<file path="config.mk">
export PLATFORM = sky130hd
export DESIGN_NAME = psws_ctrl
export DESIGN_NICKNAME = d
export VERILOG_FILES = /design/src/rtl/core/psws_pkg.sv /design/src/rtl/core/psws_ctrl.sv
export SDC_FILE = /design/constraint.sdc
export NUM_CORES = 1
export LEC_CHECK = 0
export BUFFER_PORTS_ARGS = -buffer_cell sky130_fd_sc_hd__buf_4
export CORE_UTILIZATION = 54
export CTS_BUF_LIST = sky130_fd_sc_hd__clkbuf_8
export DETAILED_ROUTE_END_ITERATION = 16
export PLACE_DENSITY = 0.81
export SYNTH_ARGS = -nofsm -noshare
export SYNTH_HDL_FRONTEND = slang
export SYNTH_SLANG_ARGS = --single-unit
</file>
<file path="constraint.sdc">
create_clock -name clk_i -period 2.7 [get_ports clk_i]
set_input_delay 0 -clock clk_i [delete_from_list [all_inputs] [get_ports clk_i]]
set_output_delay 0 -clock clk_i [all_outputs]
set_load 0.02 [all_outputs]
</file>
<file path="src/rtl/core/psws_pkg.sv">
// shared types and constants of the pair spread window statistics block
`timescale 1ns / 1ps
`default_nettype none
package psws_pkg;

  localparam int DEF_SYMBOLS = 64;
  localparam int DEF_WINDOW  = 256;
  localparam int DEF_PAIRS   = 32;

  localparam int PRICE_W = 24;
  localparam int SPREAD_W = 25;
  localparam int SQR_W   = 50;
  localparam int SUM_W   = 40;
  localparam int SQ_W    = 63;
  localparam int CFG_W   = 8;

  localparam logic [1:0] OP_UPDATE = 2'd0;
  localparam logic [1:0] OP_COMMIT = 2'd1;
  localparam logic [1:0] OP_LOAD   = 2'd2;

  localparam logic [1:0] CFG_SYMBOLS  = 2'd0;
  localparam logic [1:0] CFG_LOOKBACK = 2'd1;
  localparam logic [1:0] CFG_PAIRS    = 2'd2;

  typedef struct packed {
    logic upd_we;
    logic load_we;
    logic pos_walk;
    logic walk_wr;
    logic clr_we;
    logic pair_chk;
    logic step_sp;
    logic step_sq;
    logic step_acc;
    logic acc_sub;
    logic store_we;
    logic primed;
  } cmd_t;

  typedef struct packed {
    logic touched;
    logic legs_ok;
  } status_t;

endpackage
`default_nettype wire

</file>
<file path="src/rtl/core/psws_ctrl.sv">
// controller: configuration, clearing pass, commit walk and pair sequencing
`timescale 1ns / 1ps
`default_nettype none
module psws_ctrl
  import psws_pkg::*;
#(
  parameter int SYMBOLS = DEF_SYMBOLS,
  parameter int WINDOW  = DEF_WINDOW,
  parameter int PAIRS   = DEF_PAIRS,
  localparam int SW  = $clog2(SYMBOLS),
  localparam int BW  = $clog2(WINDOW + 2),
  localparam int RAW = $clog2(SYMBOLS * WINDOW),
  localparam int PIW = (PAIRS > 1) ? $clog2(PAIRS) : 1
) (
  input  wire logic             clk_i,
  input  wire logic             rst_ni,
  input  wire logic             cfg_we_i,
  input  wire logic [1:0]       cfg_index_i,
  input  wire logic [CFG_W-1:0] cfg_data_i,
  input  wire logic             in_valid_i,
  output logic                  in_ready_o,
  input  wire logic [1:0]       op_i,
  input  wire logic [5:0]       symbol_i,
  input  wire logic [4:0]       slot_i,
  output logic                  out_valid_o,
  input  wire logic             out_ready_i,
  output logic [4:0]            pair_index_o,
  output logic                  last_o,
  output cmd_t                  cmd_o,
  input  wire status_t          sts_i,
  output logic [6:0]            sym_lim_o,
  output logic [SW-1:0]         walk_sym_o,
  output logic [RAW-1:0]        clr_addr_o,
  output logic [PIW-1:0]        pair_sel_o,
  output logic [BW-1:0]         back_o
);

  localparam int SYM_CAP  = (SYMBOLS > 127) ? 127 : SYMBOLS;
  localparam int PAIR_CAP = (PAIRS > 63) ? 63 : PAIRS;
  localparam int LBW      = (BW > 8) ? BW : 8;

  typedef enum logic [3:0] {
    S_CLEAR, S_IDLE, S_WALK, S_WALK_WR, S_PAIR_RD, S_PAIR_CHK,
    S_STEP_RD, S_STEP_SP, S_STEP_SQ, S_STEP_ACC, S_STORE, S_EMIT
  } state_e;

  state_e         state_q;
  logic [6:0]     symbols_q;
  logic [7:0]     lookback_q;
  logic [5:0]     pairs_q;
  logic [SW-1:0]  sym_q;
  logic [5:0]     p_q;
  logic [BW-1:0]  back_q;
  logic           sub_q;
  logic           primed_q;
  logic           out_valid_q;
  logic [RAW-1:0] clr_q;

  logic           accept;
  logic           upd_ok, load_ok;
  logic [5:0]     np;
  logic [BW-1:0]  lb;
  logic [LBW-1:0] lk_ext;
  logic           walk_last, pair_last;

  assign sym_lim_o = (symbols_q > 7'(SYM_CAP)) ? 7'(SYM_CAP) : symbols_q;
  assign np        = (pairs_q > 6'(PAIR_CAP)) ? 6'(PAIR_CAP) : pairs_q;
  assign lk_ext    = LBW'(lookback_q);
  assign lb        = (lookback_q == '0) ? BW'(1) :
                     ((lk_ext > LBW'(WINDOW)) ? BW'(WINDOW) : BW'(lk_ext));

  assign in_ready_o = (state_q == S_IDLE);
  assign accept     = in_valid_i && in_ready_o;
  assign upd_ok     = accept && (op_i == OP_UPDATE) && ({1'b0, symbol_i} < sym_lim_o);
  assign load_ok    = accept && (op_i == OP_LOAD) && ({1'b0, slot_i} < 6'(PAIR_CAP));
  assign walk_last  = (sym_q == SW'(SYMBOLS - 1));
  assign pair_last  = ((p_q + 6'd1) == np);

  always_comb begin
    cmd_o          = '0;
    cmd_o.upd_we   = upd_ok;
    cmd_o.load_we  = load_ok;
    cmd_o.pos_walk = (state_q == S_WALK) || (state_q == S_WALK_WR);
    cmd_o.walk_wr  = (state_q == S_WALK_WR);
    cmd_o.clr_we   = (state_q == S_CLEAR);
    cmd_o.pair_chk = (state_q == S_PAIR_CHK);
    cmd_o.step_sp  = (state_q == S_STEP_SP);
    cmd_o.step_sq  = (state_q == S_STEP_SQ);
    cmd_o.step_acc = (state_q == S_STEP_ACC);
    cmd_o.acc_sub  = sub_q;
    cmd_o.store_we = (state_q == S_STORE);
    cmd_o.primed   = primed_q;
  end

  assign walk_sym_o   = sym_q;
  assign clr_addr_o   = clr_q;
  assign pair_sel_o   = PIW'(p_q);
  assign back_o       = back_q;
  assign out_valid_o  = out_valid_q;
  assign pair_index_o = p_q[4:0];
  assign last_o       = pair_last;

  always_ff @(posedge clk_i or negedge rst_ni) begin
    if (!rst_ni) begin
      state_q     <= S_CLEAR;
      symbols_q   <= 7'd64;
      lookback_q  <= 8'd32;
      pairs_q     <= 6'd0;
      sym_q       <= '0;
      p_q         <= '0;
      back_q      <= '0;
      sub_q       <= 1'b0;
      primed_q    <= 1'b0;
      out_valid_q <= 1'b0;
      clr_q       <= '0;
    end else begin
      if (cfg_we_i) begin
        unique case (cfg_index_i)
          CFG_SYMBOLS:  symbols_q  <= cfg_data_i[6:0];
          CFG_LOOKBACK: lookback_q <= cfg_data_i;
          CFG_PAIRS:    pairs_q    <= cfg_data_i[5:0];
          default: ;
        endcase
      end
      unique case (state_q)
        S_CLEAR: begin
          clr_q <= clr_q + RAW'(1);
          if (clr_q == RAW'(SYMBOLS * WINDOW - 1)) begin
            state_q <= S_IDLE;
          end
        end
        S_IDLE: begin
          if (load_ok) begin
            primed_q <= 1'b0;
          end
          if (accept && (op_i == OP_COMMIT)) begin
            sym_q   <= '0;
            state_q <= S_WALK;
          end
        end
        S_WALK, S_WALK_WR: begin
          if ((state_q == S_WALK) && sts_i.touched) begin
            state_q <= S_WALK_WR;
          end else if (walk_last) begin
            p_q     <= '0;
            state_q <= (np == '0) ? S_IDLE : S_PAIR_RD;
          end else begin
            sym_q   <= sym_q + SW'(1);
            state_q <= S_WALK;
          end
        end
        S_PAIR_RD: state_q <= S_PAIR_CHK;
        S_PAIR_CHK: begin
          back_q <= BW'(1);
          sub_q  <= 1'b0;
          if (sts_i.legs_ok) begin
            state_q <= S_STEP_RD;
          end else begin
            out_valid_q <= 1'b1;
            state_q     <= S_EMIT;
          end
        end
        S_STEP_RD: state_q <= S_STEP_SP;
        S_STEP_SP: state_q <= S_STEP_SQ;
        S_STEP_SQ: state_q <= S_STEP_ACC;
        S_STEP_ACC: begin
          if (primed_q) begin
            if (!sub_q) begin
              sub_q   <= 1'b1;
              back_q  <= lb + BW'(1);
              state_q <= S_STEP_RD;
            end else begin
              state_q <= S_STORE;
            end
          end else if (back_q == lb) begin
            state_q <= S_STORE;
          end else begin
            back_q  <= back_q + BW'(1);
            state_q <= S_STEP_RD;
          end
        end
        S_STORE: begin
          out_valid_q <= 1'b1;
          state_q     <= S_EMIT;
        end
        S_EMIT: begin
          if (out_ready_i) begin
            out_valid_q <= 1'b0;
            if (pair_last) begin
              primed_q <= 1'b1;
              state_q  <= S_IDLE;
            end else begin
              p_q     <= p_q + 6'd1;
              state_q <= S_PAIR_RD;
            end
          end
        end
        default: state_q <= S_IDLE;
      endcase
    end
  end

endmodule
`default_nettype wire

</file>
* Word-level counts from Yosys, hierarchy flattened *
Index checks and enable logic that the tools add are counted.
Widths: inputs -> output; s select.

operators by class
  multiplexer cells = 38
  add/subtract/negate cells = 5
  reductions and logical operators = 28
  $lt $le $gt $ge = 4
  equal/unequal tests = 32

operators by type and width
  cell                   number
  $mux 6                 8
  $mux 9                 5
  $pmux 4 s11            1
  $mux 4                 7
  $pmux 6 s2             2
  $add 9x1->9 const B    2
  $pmux 9 s2             1
  $eq 4x3->1 const B     4
  $eq 4x4->1 const B     4
  $add 14x1->14 const B  1
  $eq 14x14->1 const B   1
  $ne 2x2->1 const B     7
  $add 6x1->6 const B    2
  $mux 3                 4
  $eq 9x9->1             1
  $gt 8x9->1 const B     1
  $reduce_and 3->1       3
  $eq 4x2->1 const B     2
  $logic_not 8->1        1
  $ne 2x1->1 const B     4
  $reduce_and 2->1       4
  $reduce_and 4->1       2
  $reduce_bool 2->1      4
  $gt 7x7->1 const B     1
  20 further kinds       35

storage, ports and cells
  output and inout bits = 61
  flip-flop bits (word level) = 63

* Logic depth before layout (Yosys ltp) *
Gate-level depths: netlist (run 1).

  depth in word-level cells = 7
  depth in mapped cells = 10

* Worst setup path after synthesis (run 1) *
No wires, ideal clock.

  path kind = flip-flop to flip-flop
  from = register primed_q
  to = register back_q[8], in the netlist back_o[8]
  stages on the path, launching flop included = 11
  arrival = 2.216 ns
  clock period less this slack = 2.292 ns
  slack = 0.408 ns
  buffers on the path = 3
  path through = dfrtp_1 -> clkbuf_1 -> clkbuf_1 -> clkbuf_1 -> mux2_2 -> ha_1 -> nand2_1 -> nor2_1 -> a211oi_1 -> o21ai_1 -> o21ai_1

between the ends
  longest elaborated chain between the ends = 2
  elaborated cells between the ends (all ways) = 5

RTL lines
  item                                                             line              text
  start, declared                                                  psws_ctrl.sv:55   logic primed_q;
  start signal, assigned                                           psws_ctrl.sv:113  primed_q <= 1'b0;
  start signal, assigned                                           psws_ctrl.sv:134  primed_q <= 1'b0;
  start signal, assigned                                           psws_ctrl.sv:190  primed_q <= 1'b1;
  $ne 3x3->1 (no line) / $mux 9 (equally long branches)            n/a
  $reduce_and 3->1 (no line) / $pmux 9 s2 (equally long branches)  n/a
  end signal, assigned                                             psws_ctrl.sv:170  back_q <= lb + BW'(1);
  end signal, assigned                                             psws_ctrl.sv:178  back_q <= back_q + BW'(1);
  end, declared                                                    psws_ctrl.sv:53   logic [BW-1:0] back_q;

Several ways; a longest one is shown, not always the timed one.
A chain may end at the register's enable or synchronous reset.

==> flow_summary.toml, run 1 <==
[clocking]
cts_sinks = 63
post_cts_resized = 0
cts_setup_buffers = 0
clk_pin_slew_ns = 0.07
cts_tree = "done"
numCtsBuffers = 9
cts_hold_buf = 12
cts_buffer_depth = 2
cts_root_buf = "clkbuf_8"
htree_levels = 3
clock_latency_ns = 0.35

[critical_path]
crit_fanout = 10
cp-end-kind = "output pin"
ff2ff_setup_slack_ns = 0.40
criticalPathCategory = "reg2out"
r2r-end = "p_q[0]$_DFFE_PN0P_"
r2r-start = "p_q[0]$_DFFE_PN0P_"
crit_arrival_ns = 2.48
start_kind = "flop"
required_ns = 2.70
reg2regPathDepth = 8
cp-startpoint = "symbols_q[6]$_DFFE_PN1P_"

[routing]
drt_iter0_markers = 169
routed_wl_um = 8580
ant_nets = 0
route.met2.wl_um = 4140
vias = 3063
first_pass_iters = 4
wl_per_cell_um = 15.9
dr_wl_met3_um = 354
viasPerCell = 5.66
drc = 0
dr.max_layer_used = "met4"
wl_met1_um = 3950

[pwr]
leakage_uw = 0.00218
p_switching_uw = 1160
pwr-share-seq = 0.384
switching_share = 0.331
clkPwrFrac = 0.315
ir_drop_v = 0.000657
power_density_nw_per_um2 = 743
p_int_uw = 2340
comb_power_share = 0.301

[flow_run]
maxCapViolations = 0

[hold_path]
worstHoldPathCells = 4
hold_path.startpoint = "in_valid_i"
worst_hold_path_type = "in2reg"
whs_endpoint = "walk_sym_o[5]$_DFFE_PN0P_"

[yosys]
synthSimpleGateAreaFrac = 0.190
synth_seq_area_share = 0.424
synth_ff_type = "dfrtp_1"
synth_compound_area_frac = 0.119
synth_warnings = 0
ys_types = 59
synth_area_sq_um = 3720
synth_top_family_by_area = "simple AND/OR/NAND/NOR gates"
syn_nets = 414
synth_mux_area_frac = 0.0834
synth.top_cell.area_share = 0.410
synth_area_leaders = "dfrtp_1 41%, mux2_2 7.3%, xnor2_1 4.7%"
synth_xor_xnor_area_share = 0.0911
synth-seq-cells = 63
synth_area_per_cell_sq_um = 9.93
synthAdderAreaFrac = 0.0303
synthCells = 375
synth_edf_count = 0
synth_async_sr_flop_share = 1.00
synth_top_area_cell = "dfrtp_1"

[placement]
placed_area_sq_um = 4320
gp_congestion = 0.914
portBuffers = 85
place_inst = 513
hpwl_um = 5920

[grt]
grt_max_degree = 64
grt-ovfl-total = 0
antenna_found_initial = 0
track_usage = 0.253
grt_pass1_wl_um = 14300
grt_pass1_vias = 2970

[timing]
worst_slew_pin_slew_ns = 0.789
fin_crit_sh = 0.919
rsz0062_at_grt = "false"
fmax_ghz = 0.403
setup_violations = 0
hold_viol_final = 0
finalSetupTns_ns = 0
finalMaxSlewViolations = 0
timing.slew.headroom = 0.474
fin_skew_ns = 0.00615
period_needed_ns = 2.48

[layout]
areaGrowthSynthToFinish_pct = 26.6
postLayoutCellArea_sq_um = 4710
finish.utilization = 0.725
instances_no_fill = 541
num_antenna_cells = 0
drive_above_1_share = 0.317
final_nets = 498
nFillCells = 452

[floorplan]
die_area_sq_um = 7230
io_pins = 91
initial_core_util = 0.573
die_y_um = 85.0
core-area_sq_um = 6490
rows = 29
die_w_um = 85.0

[outcome]
status = "complete, no violations"
## sequential cells by signal, summed over array words and instances, names as in the netlist
signal and cells:
back_o 9, clr_addr_o 14, lookback_q 8, pairs_q 6, walk_sym_o 6, p_q 6
state_q 4, out_valid_o 1, symbols_q 7, primed_q 1, sub_q 1
## per-layer routing
metal	GRT usage	vias to the layer above
li1	-	1465
met1	0.347	1509
met2	0.399	77
met3	0.0457	12
met4	0.106	0
met5	0	-
## area by class of cell
cell class | instances | area (sq um) | area share
clock buffer | 9 | 124 | 0.0263
clock inverter | 7 | 145 | 0.0308
inverter | 16 | 60.1 | 0.0127
multi-input combinational | 267 | 1910 | 0.406
sequential | 63 | 1580 | 0.335
tap | 77 | 96.3 | 0.0204
timing repair buffer | 102 | 796 | 0.169
## power by group through the flow
stage               Combinational [uW]  Sequential [uW]  Clock (uW)
detailed placement                1040             1350           0
global route                      1150             1380        1150
floorplan                          620             1380           0
finish                            1050             1350        1100
global placement                  1010             1350           0
CTS                               1060             1340        1110
## Yosys cell counts, drive strengths merged (3+ instances only)
| cell type | count |
|---|---|
| nand4 | 4 |
| clkbuf | 9 |
| nor3b | 3 |
| nor3 | 7 |
| nor2 | 23 |
| ha | 9 |
| buf | 20 |
| a21oi | 18 |
| dfrtp | 61 |
| and2 | 3 |
| inv | 16 |
| a32oi | 4 |
| nand3 | 14 |
| mux2i | 4 |
| nor4 | 4 |
| nor2b | 8 |
| o211ai | 3 |
| nand2 | 30 |
| xor2 | 16 |
| o21ai | 23 |
| xnor2 | 20 |
| and3 | 3 |
| nand2b | 12 |
| mux2 | 24 |
| a21o | 5 |
| a31oi | 4 |
## cells by family after synthesis
logic type,Yosys count
simple gates,125
compound gates,68
flops,63
buf+inv,45
xor+xnor,37
mux,28
fa+ha+maj,9
## worst max path at each step
stage	to	cells after the start	slack (ns)
CTS	cmd_o[11]	9	0.23
global placement	p_q[0]$_DFFE_PN0P_	8	0.53
global route	cmd_o[11]	9	0.10
floorplan	back_o[8]$_DFFE_PN0P_	10	0.41
detailed placement	p_q[0]$_DFFE_PN0P_	8	0.41
finish	cmd_o[11]	9	0.22
## per-stage QoR
step	power, uW	hold WS, ns	setup WS (ns)
CTS	3510	0.0653	0.234
global placement	2350	0.131	0.533
global route	3690	0.0852	0.104
detailed placement	2390	0.137	0.413
floorplan	2000	-0.296	0.408
finish	3500	0.0717	0.218
## cells in the final DEF (no fill, tap or decap), types with 4 or more instances in the layout
| master | n |
|---|---|
| buf_4 | 90 |
| dfrtp_1 | 61 |
| nand2_1 | 30 |
| mux2_2 | 24 |
| nor2_1 | 22 |
| xnor2_1 | 20 |
| inv_1 | 16 |
| xor2_1 | 16 |
| a21oi_1 | 14 |
| nand3_1 | 13 |
| o21ai_1 | 13 |
| dlygate4sd3_1 | 12 |
| nand2b_1 | 11 |
| o21ai_0 | 9 |
| ha_1 | 9 |
| clkbuf_8 | 9 |
| nor2b_1 | 8 |
| nor3_1 | 7 |
| a21o_1 | 5 |
| a21oi_2 | 4 |
| nand4_1 | 4 |
| a32oi_1 | 4 |
| a31oi_1 | 4 |
| mux2i_1 | 4 |
| bufinv_16 | 4 |
## worst max-delay path: stages, from the launching register on
cell and delay, ns:
dfstp_2 0.62, nand2b_1 0.16, ha_1 0.24, a21o_1 0.16
a21o_1 0.17, a21o_1 0.17, a21o_1 0.17, a21oi_1 0.17
o21a_1 0.14, buf_4 0.14
Note: power is estimated with default switching activity, not from simulation.
==> inputs of run 2 (changes only) <==
- SLEW_MARGIN: default -> 10
- clock period: 2.7 -> 2.47 ns (I/O delays scaled with it)
==> run 2 against run 1 <==
Via count is 0.52% higher. Non-clock buffer count is 2 higher. Die area stayed put. Cell area is 0.53% higher. Critical path depth stayed put. Worst hold slack worse by 0.061 ns. Global-route usage is 0.21 points lower. Utilization is 0.39 points higher. Register-to-register slack worse by 0.22 ns. Cell count is 0.37% higher. Total power is 7.2% higher. Highest routed layer unchanged.
==> flow_summary.toml, run 2 (synthesized netlist as in run 1, its figures left out) <==
[outcome]
status = "complete, no violations"

[pwr]
p_switching_uw = 1260
clkPwrFrac = 0.287
power_density_nw_per_um2 = 792
leakage_uw = 0.00220
pwr-share-seq = 0.393
comb_power_share = 0.319
ir_drop_v = 0.000689
p_int_uw = 2490
switching_share = 0.337
p_total_uw = 3750

[clocking]
cts_tree = "done"
cts_root_buf = "clkbuf_8"
clk_pin_slew_ns = 0.07
cts_buffer_depth = 2
numCtsBuffers = 9
clock_latency_ns = 0.34
htree_levels = 3
cts_sinks = 63

[routing]
drt_iter0_markers = 127
ant_nets = 0
routed_wl_um = 8960
first_pass_iters = 4
wl_per_cell_um = 16.5
vias = 3079
drc = 0
viasPerCell = 5.67

[grt]
grt_max_degree = 64
grt-ovfl-total = 0
antenna_found_initial = 0
grt_pass1_vias = 2911
grt_pass1_wl_um = 14200
track_usage = 0.251

[timing]
hold_viol_final = 0
fin_skew_ns = 0.00960
finalSetupTns_ns = 0
setup_violations = 0
rsz0062_at_grt = "true"
fmax_ghz = 0.414
finalMaxSlewViolations = 0
worst_slew_pin_slew_ns = 0.786
period_needed_ns = 2.41
holdWs_ns = 0.0105
fin_crit_sh = 0.977
timing.slew.headroom = 0.476

[critical_path]
start_kind = "flop"
cp-end-kind = "output pin"
crit_arrival_ns = 2.41
crit_fanout = 2
criticalPathCategory = "reg2out"
required_ns = 2.47

[placement]
hpwl_um = 6100
placed_area_sq_um = 4320
portBuffers = 85
gp_congestion = 0.864

[layout]
layout_common_cells = "91 x buf_4, 61 x dfrtp_1, 30 x nand2_1, 24 x mux2_2, 22 x nor2_1"
postLayoutCellArea_sq_um = 4740
largest_reg_flops = 14
final_nets = 500
num_antenna_cells = 0
final_common_cell = "buf_4"
nFillCells = 467
finish.utilization = 0.729
drive_above_1_share = 0.328
areaGrowthSynthToFinish_pct = 27.3

[floorplan]
die_w_um = 85.0
rows = 29
core-area_sq_um = 6490
die_y_um = 85.0
io_pins = 91
die_area_sq_um = 7230
initial_core_util = 0.573

[flow_run]
maxCapViolations = 0

[hold_path]
worst_hold_path_type = "in2reg"
run 2: area by class of cell:
cell class                      instances  area, sq um  area share
Tap cell                               77         96.3      0.0203
Timing Repair Buffer                  104          816       0.172
Inverter                               16         60.1      0.0127
Clock inverter                          3         63.8      0.0135
Multi-Input combinational cell        267         1940       0.410
Sequential cell                        63         1580       0.333
Clock buffer                           13          179      0.0378
run 2: routing by layer:
| layer | share of wire | vias to the layer above | GRT usage |
|---|---|---|---|
| li1 | - | 1479 | - |
| met1 | 0.44 | 1501 | 0.330 |
| met5 | 0 | - | 0 |
| met2 | 0.50 | 91 | 0.424 |
| met4 | 0.0089 | 0 | 0.0817 |
| met3 | 0.051 | 8 | 0.0447 |
run 2: metrics by stage:
| step | setup slack (ns) | instances |
|---|---|---|
| detailed placement | 0.215 | 512 |
| global route | -0.00684 | 543 |
| finish | 0.0570 | 543 |
| global placement | 0.318 | 512 |
| CTS | 0.0626 | 542 |
| floorplan | 0.178 | 375 |
run 2: repair_timing:
action	4_1_cts	5_1_grt
buffers inserted	3	1
hold endpoints to repair	88	0
resized for setup	0	6
pin swaps	0	7
hold buffers	11	0
cloned	0	0
endpoints found under the setup margin	1	1
run 2: final timing paths:
check / start / slack [ns] / cells past startpoint / to
setup / recovery: symbols_q[6]$_DFFE_PN1P_ / 0.06 / 9 / cmd_o[11]
hold / removal: sts_i[1] / 0.01 / 4 / walk_sym_o[0]$_DFFE_PN0P_
setup reg to reg: p_q[0]$_DFFE_PN0P_ / 0.18 / 8 / p_q[0]$_DFFE_PN0P_
hold reg to reg: clr_addr_o[7]$_DFFE_PN0P_ / 0.49 / 1 / clr_addr_o[7]$_DFFE_PN0P_
max in group asynchronous: rst_ni / 1.64 / 2 / back_o[4]$_DFFE_PN0P_
min in group asynchronous: rst_ni / 0.29 / 2 / clr_addr_o[7]$_DFFE_PN0P_
run 2: worst max-delay path: stages, from the launching register on:
cell      delay [ns]
dfstp_2         0.56
nand2b_4        0.14
ha_4            0.19
a21o_1          0.17
a21o_1          0.16
a21o_1          0.16
a21o_1          0.18
a21oi_2         0.18
o21a_1          0.19
buf_6           0.13
run 2: power by group through the flow:
| stage | Clock [uW] | Sequential, uW | Combinational, uW |
|---|---|---|---|
| after floorplan | 0 | 1510 | 678 |
| after global placement | 0 | 1470 | 1100 |
| after detailed placement | 0 | 1480 | 1140 |
| after CTS | 1090 | 1460 | 1180 |
| after global routing | 1140 | 1500 | 1290 |
| final | 1080 | 1480 | 1200 |
==> inputs of run 3 (changes only) <==
- ABC_AREA: default -> 1
- PLACE_DENSITY: 0.81 -> 0.8
- clock period: 2.47 -> 2.56 ns (I/O delays scaled with it)
==> run 3 against run 2 <==
Clock-buffer cell count fell by 3. Global-route usage rose by 0.86 points. Critical endpoint is now primed_q$_DFFE_PN0P_. Largest cell class unchanged. First-iteration DRC count rose by 78%. Worst hold slack improved by 0.019 ns. Highest routed layer unchanged. Synthesized area rose by 3.8%. Die area rose by 3.7%. Largest power group is now combinational cells. Critical path type is now reg2reg.
==> flow_summary.toml, run 3 <==
[floorplan]
die_w_um = 86.6
die_area_sq_um = 7500
rows = 30
io_pins = 91
core-area_sq_um = 6870
initial_core_util = 0.562
die_y_um = 86.6

[pwr]
power_density_nw_per_um2 = 834
ir_drop_v = 0.000426
leakage_uw = 0.00252

[yosys]
synth_warnings = 0
synth_area_sq_um = 3860
synth_area_leaders = "dfrtp_1 40%, nand2_1 13%, inv_1 6.5%"
synth-seq-cells = 63
synth_xor_xnor_area_share = 0.0476
synth_top_cells_by_count = "136 x nand2_1, 67 x inv_1, 61 x dfrtp_1, 50 x nor2_1, 43 x o21ai_0"
synth.top_cell.area_share = 0.395
synth_seq_area_share = 0.409
ys_types = 35
syn_nets = 557
synth_mux_area_frac = 0
synth_ff_type = "dfrtp_1"
synth_top_area_cell = "dfrtp_1"
synth_edf_count = 0
synth_async_sr_flop_share = 1.00
synth_compound_area_frac = 0.0972
synthCells = 518
synth_top_family_by_area = "simple AND/OR/NAND/NOR gates"
synthSimpleGateAreaFrac = 0.311
synth.most_common_cell = "nand2_1"
synthAdderAreaFrac = 0.0291
synth_area_per_cell_sq_um = 7.46

[clocking]
cts_sinks = 63
cts_root_buf = "clkbuf_8"
clock_latency_ns = 0.35
clk_pin_slew_ns = 0.08
cts_setup_buffers = 0
cts_buffer_depth = 2
cts_tree = "done"
numCtsBuffers = 9
htree_levels = 3

[routing]
vias = 3648
viasPerCell = 5.15
routed_wl_um = 9160
wl_per_cell_um = 12.9
first_pass_iters = 5
drc = 0
ant_nets = 0
drt_iter0_markers = 226

[layout]
final_common_cell = "nand2_1"
num_antenna_cells = 0
drive_above_1_share = 0.217
layout_common_cells = "136 x nand2_1, 87 x buf_4, 67 x inv_1, 60 x dfrtp_1, 50 x nor2_1"
finish.utilization = 0.707
nFillCells = 576
largest_reg_flops = 14
areaGrowthSynthToFinish_pct = 25.6
final_nets = 646

[placement]
portBuffers = 85
dpl_worst_slack_ns = 0.558
hpwl_um = 6720
gp_congestion = 0.891

[hold_path]
worst_hold_path_type = "in2reg"

[critical_path]
start_kind = "flop"
slowest_delay_ns = 0.56
crit_fanout = 10
required_ns = 2.84
worst_path_most_repeated_cell = "nand2_1"
worstPathCellList = "ha_1 > xor2_1 > nand3_1 > nand2_1 > nand2_1 > nor2_1 > nand4_1 > a21oi_1 > dlygate4sd3_1"
cp_top_family = "simple AND/OR/NAND/NOR gates"
crit_arrival_ns = 2.63
cp-end-kind = "flop"
critPathSlowestCell = "dlygate4sd3_1"
cp.buffers_inverters = 1
criticalPathCategory = "reg2reg"

[grt]
grt-ovfl-total = 0
track_usage = 0.260
antenna_found_initial = 0
grt_pass1_wl_um = 15200
grt_pass1_vias = 3367
grt_max_degree = 64

[timing]
rsz0062_at_grt = "false"
worst_slew_pin_slew_ns = 0.801
holdWs_ns = 0.0292
setup_slack_ns = 0.204
period_needed_ns = 2.36
hold_viol_final = 0
fin_skew_ns = 0.00971
fmax_ghz = 0.425
finalSetupTns_ns = 0
setup_violations = 0
timing.slew.headroom = 0.466
finalMaxSlewViolations = 0
fin_crit_sh = 0.920

[flow_run]
maxCapViolations = 0

[outcome]
status = "complete, no violations"
## run 3: changes by cell type after synthesis, moves of 17 or more
| cell | before | now |
|---|---|---|
| nand2_1 | 30 | 136 |
| inv_1 | 16 | 67 |
| o21ai_0 | 9 | 43 |
| nor2_1 | 22 | 50 |
| mux2_2 | 24 | 0 |
| nand3_1 | 13 | 30 |
## run 3: final cells by class
type | instances | area, sq um | share of cell area
multi-input combinational | 362 | 1870 | 0.386
sequential | 63 | 1580 | 0.326
timing repair buffer | 100 | 783 | 0.161
inverter | 71 | 267 | 0.0549
clock buffer | 10 | 138 | 0.0284
tap | 96 | 120 | 0.0247
clock inverter | 6 | 93.8 | 0.0193
## run 3: worst paths after layout
kind	from	end	slack [ns]	cells past startpoint
setup / recovery	p_q[0]$_DFFE_PN0P_	primed_q$_DFFE_PN0P_	0.20	9
hold / removal	in_valid_i	walk_sym_o[3]$_DFFE_PN0P_	0.03	4
setup reg to reg	p_q[0]$_DFFE_PN0P_	primed_q$_DFFE_PN0P_	0.20	9
hold reg to reg	out_valid_o$_DFFE_PN0P_	out_valid_o$_DFFE_PN0P_	0.49	2
max in group asynchronous	rst_ni	p_q[0]$_DFFE_PN0P_	1.69	2
min in group asynchronous	rst_ni	clr_addr_o[11]$_DFFE_PN0P_	0.27	2
## run 3: worst reg2reg max path: cells and delay by family, from the launching register on
kind,cells,cell delay (ns)
XOR/XNOR,1,0.28
AND/OR/NAND/NOR,5,0.56
AO/OA/AOI/OAI,1,0.15
adder cells (fa/ha/maj),1,0.26
flip-flops,1,0.48
buffers and inverters,1,0.56
## run 3: kinds of logic after synthesis
family | after synthesis
buf+inv | 93
compound gates | 69
fa+ha+maj | 9
simple gates | 263
xor+xnor | 21
flops | 63
## run 3: where the power goes
| part | internal, uW | switching, uW | total [uW] |
|---|---|---|---|
| logic | 633 | 977 | 1610 |
| registers | 1210 | 228 | 1440 |
| clock network | 579 | 415 | 995 |
## run 3: timing repair
action,4_1_cts,5_1_grt
endpoints found under the setup margin,0,1
hold endpoints to repair,82,0
hold buffers,13,0
resized for setup,0,1
## run 3: metrics by stage
| stage | instance area [sq um] | cells | total power, uW |
|---|---|---|---|
| 2_1_floorplan | 3860 | 518 | 2480 |
| 3_5_place_dp | 4490 | 679 | 3030 |
| 6_report | 4850 | 708 | 4050 |
| 3_3_place_gp | 4490 | 679 | 2970 |
| 5_1_grt | 4850 | 708 | 4310 |
| 4_1_cts | 4850 | 708 | 4050 |
## run 3: metal layers
metal	part of all wire	track usage	routed length, um
met1	0.46	0.349	4200
met2	0.48	0.412	4360
met3	0.046	0.0476	417
met4	0.021	0.115	188
met5	0	0	0
